==> config.mk <==
export PLATFORM = sky130hd
export DESIGN_NAME = gaussian_line_blur_top
export DESIGN_NICKNAME = d
export VERILOG_FILES = /design/src/design/glb_pkg.sv /design/src/design/glb_div.sv /design/src/design/gaussian_line_blur_top.sv
export SDC_FILE = /design/constraint.sdc
export NUM_CORES = 2
export LEC_CHECK = 0
export ABC_CLOCK_PERIOD_IN_PS = 11600
export BUFFER_PORTS_ARGS = -buffer_cell sky130_fd_sc_hd__buf_2
export CAP_MARGIN = 20
export CORE_AREA = 3 3 490 492
export CTS_CLUSTER_SIZE = 12
export DETAILED_ROUTE_END_ITERATION = 12
export DIE_AREA = 0 0 493 495
export PLACE_DENSITY_LB_ADDON = 0.05
export SLEW_MARGIN = 20
export SYNTH_ARGS = -nofsm -noshare
export SYNTH_HDL_FRONTEND = slang
export SYNTH_SLANG_ARGS = --single-unit
==> constraint.sdc <==
create_clock -name clk -period 11.6 [get_ports clk]
set_input_delay 1.16 -clock clk [delete_from_list [all_inputs] [get_ports clk]]
set_output_delay 1.16 -clock clk [all_outputs]
set_load 0.02 [all_outputs]
==> src/design/glb_pkg.sv <==
package glb_pkg;

	localparam int PIX_W = 8;
	localparam int MAX_OUT = 17;
	localparam int CNT_W = $clog2(MAX_OUT + 1);

	localparam logic REG_RADIUS = 1'b0;
	localparam logic REG_LENGTH = 1'b1;

	typedef logic [PIX_W-1:0] chan_t;
	typedef chan_t [2:0] rgb_t;

	// exp(-pi*(0.133*i)^2) in Q1.16, rounded to nearest; zero past the table
	function automatic logic [16:0] gauss_q16(input logic [4:0] idx);
		logic [16:0] w;
		begin
			unique case (idx)
				5'd0: w = 17'd65536;
				5'd1: w = 17'd61993;
				5'd2: w = 17'd52474;
				5'd3: w = 17'd39744;
				5'd4: w = 17'd26936;
				5'd5: w = 17'd16335;
				5'd6: w = 17'd8864;
				5'd7: w = 17'd4304;
				5'd8: w = 17'd1870;
				5'd9: w = 17'd727;
				5'd10: w = 17'd253;
				5'd11: w = 17'd79;
				5'd12: w = 17'd22;
				5'd13: w = 17'd5;
				5'd14: w = 17'd1;
				default: w = 17'd0;
			endcase
			return w;
		end
	endfunction

endpackage

==> src/design/glb_div.sv <==
module glb_div #(
	parameter int AW = 34,
	parameter int SW = 26
) (
	input  logic                  clk,
	input  logic                  arst_n,
	input  logic                  start,
	input  logic [2:0][AW-1:0]    dividend,
	input  logic [SW-1:0]         divisor,
	output logic                  done,
	output glb_pkg::rgb_t         quot
);
	import glb_pkg::*;

	localparam int QCW = $clog2(PIX_W);

	logic [2:0][AW-1:0] rem_q;
	logic [AW-1:0]      dv_q;
	logic [QCW-1:0]     cnt_q;
	logic               run_q;
	logic               done_q;
	rgb_t               quot_q;

	// restoring division, one quotient bit per cycle on all three channels
	always_ff @(posedge clk or negedge arst_n) begin
		if (!arst_n) begin
			run_q <= 1'b0;
			done_q <= 1'b0;
			cnt_q <= '0;
		end else begin
			done_q <= run_q && (cnt_q == '0);
			if (start) begin
				run_q <= 1'b1;
				cnt_q <= QCW'(PIX_W - 1);
			end else if (run_q) begin
				if (cnt_q == '0)
					run_q <= 1'b0;
				cnt_q <= cnt_q - 1'b1;
			end
		end
	end

	always_ff @(posedge clk) begin
		if (start) begin
			rem_q <= dividend;
			dv_q <= AW'(divisor) << (PIX_W - 1);
		end else if (run_q) begin
			for (int c = 0; c < 3; c++) begin
				if (rem_q[c] >= dv_q) begin
					rem_q[c] <= rem_q[c] - dv_q;
					quot_q[c] <= {quot_q[c][PIX_W-2:0], 1'b1};
				end else begin
					quot_q[c] <= {quot_q[c][PIX_W-2:0], 1'b0};
				end
			end
			dv_q <= dv_q >> 1;
		end
	end

	assign done = done_q;
	assign quot = quot_q;

endmodule

==> src/design/gaussian_line_blur_top.sv <==
// Horizontal Gaussian blur of one RGB line.
//
// Pixels enter on the input channel (in_valid/in_ready, red_in/green_in/
// blue_in) in line order. Blurred pixels leave on the output channel
// (out_valid/out_ready, red_out/green_out/blue_out, line_end). Output o is
// released once pixel o+radius has arrived; the last pixel of a line
// (position line_length-1) flushes every pending output, at most 17 per
// input, and line_end flags the final one.
//
// One multiply-accumulate unit walks the taps of one output, one tap per
// cycle from the window memory, then a shared restoring divider produces
// 8 quotient bits and a done flag; taps outside the line are skipped.
// An input transfer is done only once each output it releases has been
// computed and emitted; in_ready is high only while the sequencer is idle.
//
// The result register holds one finished pixel; while the receiver stalls
// the sequencer waits to load the next one and takes no new input.
// Reset clears the line position and the output valid flag; the window
// memory is not cleared. Registers: blur_radius at 0x0, line_length at 0x4.
module gaussian_line_blur_top #(
	parameter int MAX_RADIUS = 16,
	parameter int MAX_LINE = 4096,
	parameter int WEIGHT_FRAC_BITS = 16
) (
	input  logic       clk,
	input  logic       arst_n,
	input  logic       psel,
	input  logic       penable,
	input  logic       pwrite,
	input  logic [2:0] paddr,
	input  logic [31:0] pwdata,
	output logic [31:0] prdata,
	output logic       pready,
	input  logic       in_valid,
	output logic       in_ready,
	input  glb_pkg::chan_t red_in,
	input  glb_pkg::chan_t green_in,
	input  glb_pkg::chan_t blue_in,
	output logic       out_valid,
	input  logic       out_ready,
	output glb_pkg::chan_t red_out,
	output glb_pkg::chan_t green_out,
	output glb_pkg::chan_t blue_out,
	output logic       line_end
);
	import glb_pkg::*;

	localparam int DEPTH = 2 * MAX_RADIUS + 1;
	localparam int SLW = $clog2(DEPTH);
	localparam int PW = $clog2(MAX_LINE);
	localparam int RW = $clog2(MAX_RADIUS + 1);
	localparam int WD = WEIGHT_FRAC_BITS + 1;
	localparam int SW = WD + SLW;
	localparam int AW = SW + PIX_W;
	localparam int EW = (PW + 1 > 13) ? PW + 1 : 13;
	localparam int SUP = (WEIGHT_FRAC_BITS >= 16) ? WEIGHT_FRAC_BITS - 16 : 0;
	localparam int SDN = (WEIGHT_FRAC_BITS < 16) ? 16 - WEIGHT_FRAC_BITS : 1;

	localparam logic [2:0] ST_IDLE = 3'd0;
	localparam logic [2:0] ST_CHECK = 3'd1;
	localparam logic [2:0] ST_TAP = 3'd2;
	localparam logic [2:0] ST_DIV = 3'd3;
	localparam logic [2:0] ST_EMIT = 3'd4;

	function automatic logic [WD-1:0] weight_of(input logic [4:0] idx);
		logic [40:0] v;
		begin
			v = 41'(gauss_q16(idx));
			if (WEIGHT_FRAC_BITS >= 16)
				v = v << SUP;
			else
				v = (v + (41'd1 << (SDN - 1))) >> SDN;
			return WD'(v);
		end
	endfunction

	// configuration
	logic [4:0]  blur_radius_q;
	logic [12:0] line_length_q;

	always_ff @(posedge clk or negedge arst_n) begin
		if (!arst_n) begin
			blur_radius_q <= 5'd1;
			line_length_q <= 13'd640;
		end else if (psel && penable && pwrite) begin
			unique case (paddr[2])
				REG_RADIUS: blur_radius_q <= pwdata[4:0];
				REG_LENGTH: line_length_q <= pwdata[12:0];
				default: ;
			endcase
		end
	end

	always_comb begin
		unique case (paddr[2])
			REG_RADIUS: prdata = {27'd0, blur_radius_q};
			REG_LENGTH: prdata = {19'd0, line_length_q};
			default: prdata = '0;
		endcase
	end
	assign pready = 1'b1;

	// clamp the registers to their usable ranges
	logic [RW-1:0] r_eff;
	logic [EW-1:0] len_eff;

	always_comb begin
		priority if (blur_radius_q == 5'd0)
			r_eff = RW'(1);
		else if (blur_radius_q > 5'(MAX_RADIUS))
			r_eff = RW'(MAX_RADIUS);
		else
			r_eff = RW'(blur_radius_q);
		priority if (line_length_q == 13'd0)
			len_eff = EW'(1);
		else if (EW'(line_length_q) > EW'(MAX_LINE))
			len_eff = EW'(MAX_LINE);
		else
			len_eff = EW'(line_length_q);
	end

	// sequencer state
	logic [2:0]      state_q;
	logic [PW-1:0]   pos_q;
	logic [SLW-1:0]  wp_q;
	logic [PW:0]     o_q;
	logic [SLW-1:0]  os_q;
	logic [CNT_W-1:0] n_q;
	logic            is_end_q;
	logic [PW:0]     j_q;
	logic [PW:0]     jhi_q;
	logic [SLW-1:0]  sl_q;
	logic            rd_v_q;
	logic [WD-1:0]   rd_w_q;
	logic [2:0][AW-1:0] acc_q;
	logic [SW-1:0]   wsum_q;

	logic [23:0]     win_mem [DEPTH];
	logic [23:0]     rd_q;

	logic            in_xfer;
	logic            out_free;
	logic            go;
	logic            issue;
	logic            div_start;
	logic            div_done;
	rgb_t            div_quot;
	logic [PW:0]     p_x;
	logic [PW:0]     r_x;
	logic [PW:0]     jlo;
	logic [PW:0]     reach;
	logic [PW:0]     back_span;
	logic [SLW:0]    sl_start;
	logic [PW:0]     tap_d;
	logic [PW:0]     tap_abs;

	assign in_ready = (state_q == ST_IDLE);
	assign in_xfer = in_valid && in_ready;
	assign out_free = !out_valid || out_ready;
	assign p_x = {1'b0, pos_q};
	assign r_x = (PW + 1)'(r_eff);
	assign reach = o_q + r_x;
	assign go = (n_q < CNT_W'(MAX_OUT)) && (is_end_q ? (o_q <= p_x) : (reach <= p_x));
	assign jlo = (o_q >= r_x) ? o_q - r_x : '0;
	assign back_span = o_q - jlo;
	assign sl_start = {1'b0, os_q} - (SLW + 1)'(back_span);
	assign issue = (j_q <= jhi_q);
	assign tap_d = j_q - o_q;
	assign tap_abs = tap_d[PW] ? -tap_d : tap_d;
	assign div_start = (state_q == ST_TAP) && !issue && !rd_v_q;

	// window memory: written on input transfer, read one tap per cycle
	always_ff @(posedge clk) begin
		if (in_xfer)
			win_mem[wp_q] <= {red_in, green_in, blue_in};
		rd_q <= win_mem[sl_q];
	end

	always_ff @(posedge clk or negedge arst_n) begin
		if (!arst_n) begin
			state_q <= ST_IDLE;
			pos_q <= '0;
			wp_q <= '0;
			o_q <= '0;
			os_q <= '0;
			n_q <= '0;
			is_end_q <= 1'b0;
			rd_v_q <= 1'b0;
		end else begin
			unique case (state_q)
				ST_IDLE: begin
					if (in_xfer) begin
						is_end_q <= (EW'(pos_q) + EW'(1)) >= len_eff;
						n_q <= '0;
						state_q <= ST_CHECK;
					end
				end
				ST_CHECK: begin
					if (go) begin
						state_q <= ST_TAP;
					end else begin
						// done with this input: advance or wrap the line
						if (is_end_q) begin
							pos_q <= '0;
							wp_q <= '0;
							o_q <= '0;
							os_q <= '0;
						end else begin
							pos_q <= pos_q + 1'b1;
							wp_q <= (wp_q == SLW'(DEPTH - 1)) ? '0 : wp_q + 1'b1;
						end
						state_q <= ST_IDLE;
					end
				end
				ST_TAP: begin
					rd_v_q <= issue;
					if (!issue && !rd_v_q)
						state_q <= ST_DIV;
				end
				ST_DIV: begin
					if (div_done)
						state_q <= ST_EMIT;
				end
				ST_EMIT: begin
					if (out_free) begin
						n_q <= n_q + 1'b1;
						o_q <= o_q + 1'b1;
						os_q <= (os_q == SLW'(DEPTH - 1)) ? '0 : os_q + 1'b1;
						state_q <= ST_CHECK;
					end
				end
				default: state_q <= ST_IDLE;
			endcase
		end
	end

	// tap walk and multiply-accumulate
	always_ff @(posedge clk) begin
		if (state_q == ST_CHECK) begin
			j_q <= jlo;
			jhi_q <= (reach < p_x) ? reach : p_x;
			sl_q <= sl_start[SLW] ? SLW'(sl_start + (SLW + 1)'(DEPTH)) : SLW'(sl_start);
			acc_q <= '0;
			wsum_q <= '0;
		end else if (state_q == ST_TAP) begin
			if (issue) begin
				rd_w_q <= weight_of(5'(tap_abs));
				j_q <= j_q + 1'b1;
				sl_q <= (sl_q == SLW'(DEPTH - 1)) ? '0 : sl_q + 1'b1;
			end
			if (rd_v_q) begin
				for (int c = 0; c < 3; c++)
					acc_q[c] <= acc_q[c] + AW'(rd_w_q * rd_q[8*c +: 8]);
				wsum_q <= wsum_q + SW'(rd_w_q);
			end
		end
	end

	glb_div #(
		.AW(AW),
		.SW(SW)
	) u_div (
		.clk(clk),
		.arst_n(arst_n),
		.start(div_start),
		.dividend(acc_q),
		.divisor(wsum_q),
		.done(div_done),
		.quot(div_quot)
	);

	// result register
	logic out_valid_q;
	rgb_t out_pix_q;
	logic line_end_q;

	always_ff @(posedge clk or negedge arst_n) begin
		if (!arst_n) begin
			out_valid_q <= 1'b0;
		end else if (state_q == ST_EMIT && out_free) begin
			out_valid_q <= 1'b1;
		end else if (out_ready) begin
			out_valid_q <= 1'b0;
		end
	end

	always_ff @(posedge clk) begin
		if (state_q == ST_EMIT && out_free) begin
			out_pix_q <= div_quot;
			line_end_q <= is_end_q && ((o_q == p_x) || (n_q == CNT_W'(MAX_OUT - 1)));
		end
	end

	assign out_valid = out_valid_q;
	// accumulator lanes: 0 = blue, 1 = green, 2 = red
	assign red_out = out_pix_q[2];
	assign green_out = out_pix_q[1];
	assign blue_out = out_pix_q[0];
	assign line_end = line_end_q;

	// the center tap is always in range, so the divisor is never zero
	a_wsum_nonzero: assert property (@(posedge clk) disable iff (!arst_n)
		(state_q == ST_DIV) |-> (wsum_q != '0))
		else $error("zero weight sum at divide");

	// only outputs whose center pixel has arrived are computed
	a_center_arrived: assert property (@(posedge clk) disable iff (!arst_n)
		(state_q == ST_TAP) |-> (o_q <= p_x))
		else $error("output ahead of input");

	a_out_cap: assert property (@(posedge clk) disable iff (!arst_n)
		(n_q <= CNT_W'(MAX_OUT)))
		else $error("too many outputs for one input");

	// no input is taken while a divide is running
	a_no_accept_busy: assert property (@(posedge clk) disable iff (!arst_n)
		(state_q == ST_DIV) |=> !$past(in_xfer))
		else $error("input accepted while busy");

endmodule
=== Word level (Yosys, flattened, before mapping) ===
Memories as Yosys holds them, arrays and structs flattened. A register that Yosys moved wholly into a read port is not among the register bits.
Cells that the tools add are included.

* Register bits after elaboration: 391
* Memory bits (writable): 792
* Memory bits (read-only): 272
* Logic and storage cells: 192
* Memories: 2

{| class="wikitable"
|+ Memory list
! memory !! words !! bits a word !! rd ports !! clocked after memory_dff !! write ports !! line !! RTL
|-
| win_mem || 33 || 24 || 1 || 1 || 1 || gaussian_line_blur_top.sv:138 || <nowiki>logic [23:0] win_mem [DEPTH];</nowiki>
|-
| (name not given) || 16 || 17 || 1 || 1 || 0 || glb_pkg.sv:17 || <nowiki>unique case (idx)</nowiki>
|}

* Add/subtract/negate cells: 23
* $mul: 3
* $lt $le $gt $ge: 12
* Equal/unequal tests: 15
* Muxes and demuxes: 57
* Bitwise gates (word level): 4
* Reductions and logical operators: 42

{| class="wikitable"
|+ Operator list
! kind !! number
|-
| two-way mux 93 bit || 2
|-
| two-way mux 13 bit || 9
|-
| adder 31 x 25 -> 31 bit || 3
|-
| >= comparator 31 x 30 -> 1 bit || 3
|-
| two-way mux 31 bit || 3
|-
| subtractor 31 x 30 -> 31 bit || 3
|-
| multiplier 17 x 8 -> 25 bit || 3
|-
| two-way mux 6 bit || 11
|-
| one-hot mux 32 bit (2 select lines) || 1
|-
| two-way mux 30 bit || 2
|-
| adder 13 x 1 -> 13 bit, second input constant || 2
|-
| less-or-equal comparator 13 x 12 -> 1 bit || 2
|-
| one-hot mux 13 bit (2 select lines) || 1
|-
| two-way mux 5 bit || 5
|-
| two-way mux 12 bit || 2
|-
| adder 23 x 17 -> 23 bit || 1
|-
| AND reduction 2 bit || 10
|-
| adder 6 x 1 -> 6 bit, second input constant || 3
|-
| equality test 6 bit, second input constant || 3
|-
| two-way mux 3 bit || 6
|-
| nonzero test 2 bit || 9
|-
| one-hot mux 3 bit (5 select lines) || 1
|-
| adder 12 x 1 -> 13 bit, second input constant || 1
|-
| adder 13 x 5 -> 13 bit || 1
|-
| 36 further kinds || 69
|}

=== Depth between registers and ports, before layout ===
* Word-level depth: 10
* Depth in mapped cells: 23

=== Hierarchy ===
From an unflattened synthesis, not the netlist that was laid out.

* Cell total of the unflattened synthesis: 5,816
* Area, all modules: 71,031.9 um^2

{| class="wikitable"
|+ By module, submodules not included
! module !! instances !! cells each !! area each (um^2) !! seq. area each (um^2)
|-
| gaussian_line_blur_top || 1 || 4,620 || 59,940.0 || 30,463.0
|-
| glb_div || 1 || 1,196 || 11,091.9 || 4,469.3
|}

=== Worst setup path after synthesis ===
OpenSTA, ideal clock, no wires.

* Path kind: register -> register
* From: reg rd_q[8], read port of win_mem
* To: reg acc_q[58] (netlist name)
* Setup time: 72 ps
* Arrival: 5,252 ps
* Data required time: 11,528 ps
* Slack: 6,276 ps
* Stages on the path, launching flop included: 21
* Path buffers: 2
* Clock period less this slack: 5,324 ps
* Cell sequence: dfxtp_1 > clkbuf_1 > clkbuf_1 > nand2_1 > fa_1 > inv_1 > fa_1 > inv_1 > fa_1 > inv_1 > fa_1 > ha_1 > a21oi_2 > nor3b_2 > a211oi_1 > o41a_1 > a311oi_2 > o21ai_1 > a211o_1 > o211ai_1 > mux2i_1

* Longest elaborated chain between the ends: 2

{| class="wikitable"
|+ RTL lines
! element !! line !! RTL
|-
| from (decl) || gaussian_line_blur_top.sv:139 || <nowiki>logic [23:0] rd_q;</nowiki>
|-
| multiplier 17 x 8 -> 25 bit || gaussian_line_blur_top.sv:253 || <nowiki>acc_q[c] <= acc_q[c] + AW'(rd_w_q * rd_q[8*c +: 8]);</nowiki>
|-
| adder 31 x 25 -> 31 bit || gaussian_line_blur_top.sv:253 ||
|-
| to (signal, indexed assignment) || gaussian_line_blur_top.sv:253 ||
|-
| to (decl) || gaussian_line_blur_top.sv:135 || <nowiki>logic [2:0][AW-1:0] acc_q;</nowiki>
|}

Every way passes these cells.
A chain may end at the register's enable or synchronous reset.

=== Worst setup path in the final report ===
* From: reg rd_w_q[9]
* To: reg acc_q[30] (netlist name)

* Longest elaborated chain between the ends: 2

{| class="wikitable"
|+ RTL lines
! element !! line !! RTL
|-
| from (decl) || gaussian_line_blur_top.sv:134 || <nowiki>logic [WD-1:0] rd_w_q;</nowiki>
|-
| multiplier 17 x 8 -> 25 bit || gaussian_line_blur_top.sv:253 ||
|-
| adder 31 x 25 -> 31 bit || gaussian_line_blur_top.sv:253 ||
|}

Every way passes these cells.

==> metrics <==
Final ANT Viol Nets=0; worst r2r dst=acc_q[30]; Yosys cell types=91; Hold Buf Count CTS=0; Synth Register Bits=1224; vias in the first global route=46300; Die H=495 um; largest family of logic cells by synthesized area=adder cells; fin util=33.9%; outcome=complete, no violations; Die W=493 um; RSZ-0062 raised after global routing=no; share of cells above drive strength 1=12.5%; Crit Path Class=reg2reg; Iter 0 DRT Violations=2632; cell area power density=123 mW/mm2; CTS tree=done; Top Ports=126; Clock Latency Late Sink=0.80 ns; register area share after synthesis=49.4%; pin count of the biggest net entering global routing=164; Max Clk Rate=151 MHz; minimum clock period=6.64 ns; skew final=0.0599 ns; period utilisation layout=57.2%; Worst Reg-to-Reg Cells=19; initial antenna violation count=14; Design Area, Final=0.0799 mm2; area delta synth->final=13.1%; PostCTS Resize Cnt=0; H-tree depth=4; VDD IR max=108 uV; R2R setup slack=4.96 ns; crit path launch type=register; commonest non-fill, non-tap cell in the layout=edfxtp_1; Switching Share=22.5%; post-synthesis cell area=0.0707 mm2; Logic pwr share=3.5%; DR DRC count=0; Final setup violation count=0; Core Footprint=0.236 mm2; clock network fraction of total power=48.1%; Async SR Flop Fraction=5.80%; net switching power=2.22 mW; post-CTS setup buffer count=0; worst r2r src=rd_w_q[9]; num rows=178; Worst-Margin Slew=1.09 ns; Overall Global Routing Usage=17.3%; buffers added on ports=84; setup TNS=0 ns; fin cells=9077; Mean Syn Cell Area=12.3 um2; Pre-antenna DRT Iters=7; GP Congestion=0.773; Rel. slew slack=26.5%; post-synthesis compound-gate area fraction=8.27%; Adder-Cell Fraction of Synth Area=16.3%; Root Driver=clkbuf_16; xor/xnor share of the synthesized area=2.49%; leakage=30.9 nW; number of synthesized flops with an enable pin=1006; CTS sink cnt=1224; first-pass GRT wire length=315 mm; commonest cells after routing, fill and taps aside=1006 x edfxtp_1, 639 x nand2_1, 568 x inv_1; Clock Path Buffers=3; via count=43800; final hold violation count=0; Worst setup EP type=register; CTS clk-pin slew, worst paths=0.06 ns; prevailing post-synth register cell=edfxtp_1; wire length per cell=23.2 um; Int Pwr=7.63 mW; grt ovf=0; Crit Path Max Fanout=16; Layout Nets=6584; Num CTS Buffers=151; Initial Util=30.0%; DP HPWL=139 mm; Via density=4.83; area post-placement=0.0750 mm2; Max Cap Viol=0; Syn. warnings=0; die area=0.244 mm2; fin. max-slew vios=0; Req. time, crit path=12.27 ns; simple-gate share of the synthesized area=9.96%; crit path DAT=7.31 ns; synthesized instance count=5733; Placed Cells=8804; final wirelength=211 mm; share of power burned in registers=48.5%; post-synthesis mux area share=8.82%; Hold WC Path Type=in2async
-- sequential cells by signal (all words and copies together) (netlist names), 5 cells and up --
signal	count
acc_q	93
blue_out	8
blur_radius_q	5
green_out	8
j_q	13
jhi_q	13
line_length_q	13
n_q	5
o_q	13
os_q	6
pos_q	12
rd_q	24
rd_w_q	17
red_out	8
sl_q	6
u_div.dv_q	30
u_div.quot	24
u_div.rem_q	93
win_mem	792
wp_q	6
wsum_q	23
-- Yosys cell counts (all sizes together), types with 33 or more instances --
library cell  instances  area, um2
edfxtp             1006      30200
nand2               640       2400
inv                 570       2140
ha                  359       4490
fa                  352       7050
a21oi               321       1610
nor2                261        980
mux4                240       5410
o21ai               231       1160
and2                202       1260
clkbuf              201        754
dfxtp               147       2940
xnor2               126       1120
a21o                112        842
nand3                87        435
buf                  75        418
xor2                 72        638
dfrtp                68       1700
nor3                 56        290
o31ai                51        397
mux2i                50        500
and3                 38        243
nand2b               36        225
o21a                 36        270
a211oi               33        248
-- per-layer routing --
layer  GRT usage [%]  part of all wire [%]  vias to the layer above  wire length [um]
met5               0                0.0062                        -                13
met4            4.12                   2.2                        2              4680
met3            2.41                   3.1                      235              6490
met2            29.9                    49                      631            104000
met1            23.0                    45                    22400             95300
li1                -                     -                    20600                 -
-- worst max-delay path: stages, from the launching register on --
cell       delay [ns]
edfxtp_1         0.86
buf_4            0.41
nand2_1          0.12
fa_1             0.54
inv_1            0.05
fa_1             0.50
inv_1            0.06
fa_1             0.53
inv_1            0.05
fa_1             0.43
ha_1             0.36
a21oi_1          0.16
o21ai_0          0.17
a2111oi_0        0.58
o21ai_0          0.38
a32oi_1          0.65
o31a_1           0.29
nand3b_1         0.14
xor2_1           0.16
nor2_1           0.05
-- final cells by class --
cell class / instances / area, um2
sequential: 1224 / 34900
clock inverter: 71 / 846
antenna: 2 / 5.00
timing repair buffer: 178 / 1180
clock buffer: 200 / 4090
multi-input combinational: 3682 / 32800
tap: 3150 / 3940
fill: 23400 / 156000
inverter: 570 / 2140
-- through the flow --
step	setup WS (ns)	total power, mW	hold slack (ns)
2_1_floorplan	6.28	5.09	0.400
3_3_place_gp	4.84	5.21	0.403
3_5_place_dp	4.87	5.21	0.407
4_1_cts	4.83	10.0	0.422
5_1_grt	4.52	10.3	0.419
6_report	4.96	9.85	0.416
-- cell families after synthesis --
kind of cell | count (synthesis)
simple gates | 1486
flops | 1224
compound gates | 947
buf+inv | 846
fa+ha+maj | 711
mux | 319
xor+xnor | 198
other cells | 2
-- worst max-delay path by stage --
stage	start	to	slack [ns]	depth (start not counted)
2_1_floorplan	rd_q[8]	acc_q[58]	6.28	20
3_3_place_gp	rd_w_q[9]	acc_q[30]	4.84	19
3_5_place_dp	rd_w_q[9]	acc_q[30]	4.87	19
4_1_cts	rd_w_q[9]	acc_q[30]	4.83	19
5_1_grt	rd_w_q[9]	acc_q[30]	4.52	19
6_report	rd_w_q[9]	acc_q[30]	4.96	19
-- power groups by stage --
stage                     combinational (mW)  sequential, mW  clock (mW)
after floorplan                        0.235            4.86           0
final                                  0.341            4.78        4.73
after CTS                              0.348            4.77        4.92
after detailed placement               0.345            4.87           0
after global routing                   0.386            4.77        5.09
after global placement                 0.345            4.87           0
Power figures use the tool's default switching activity.
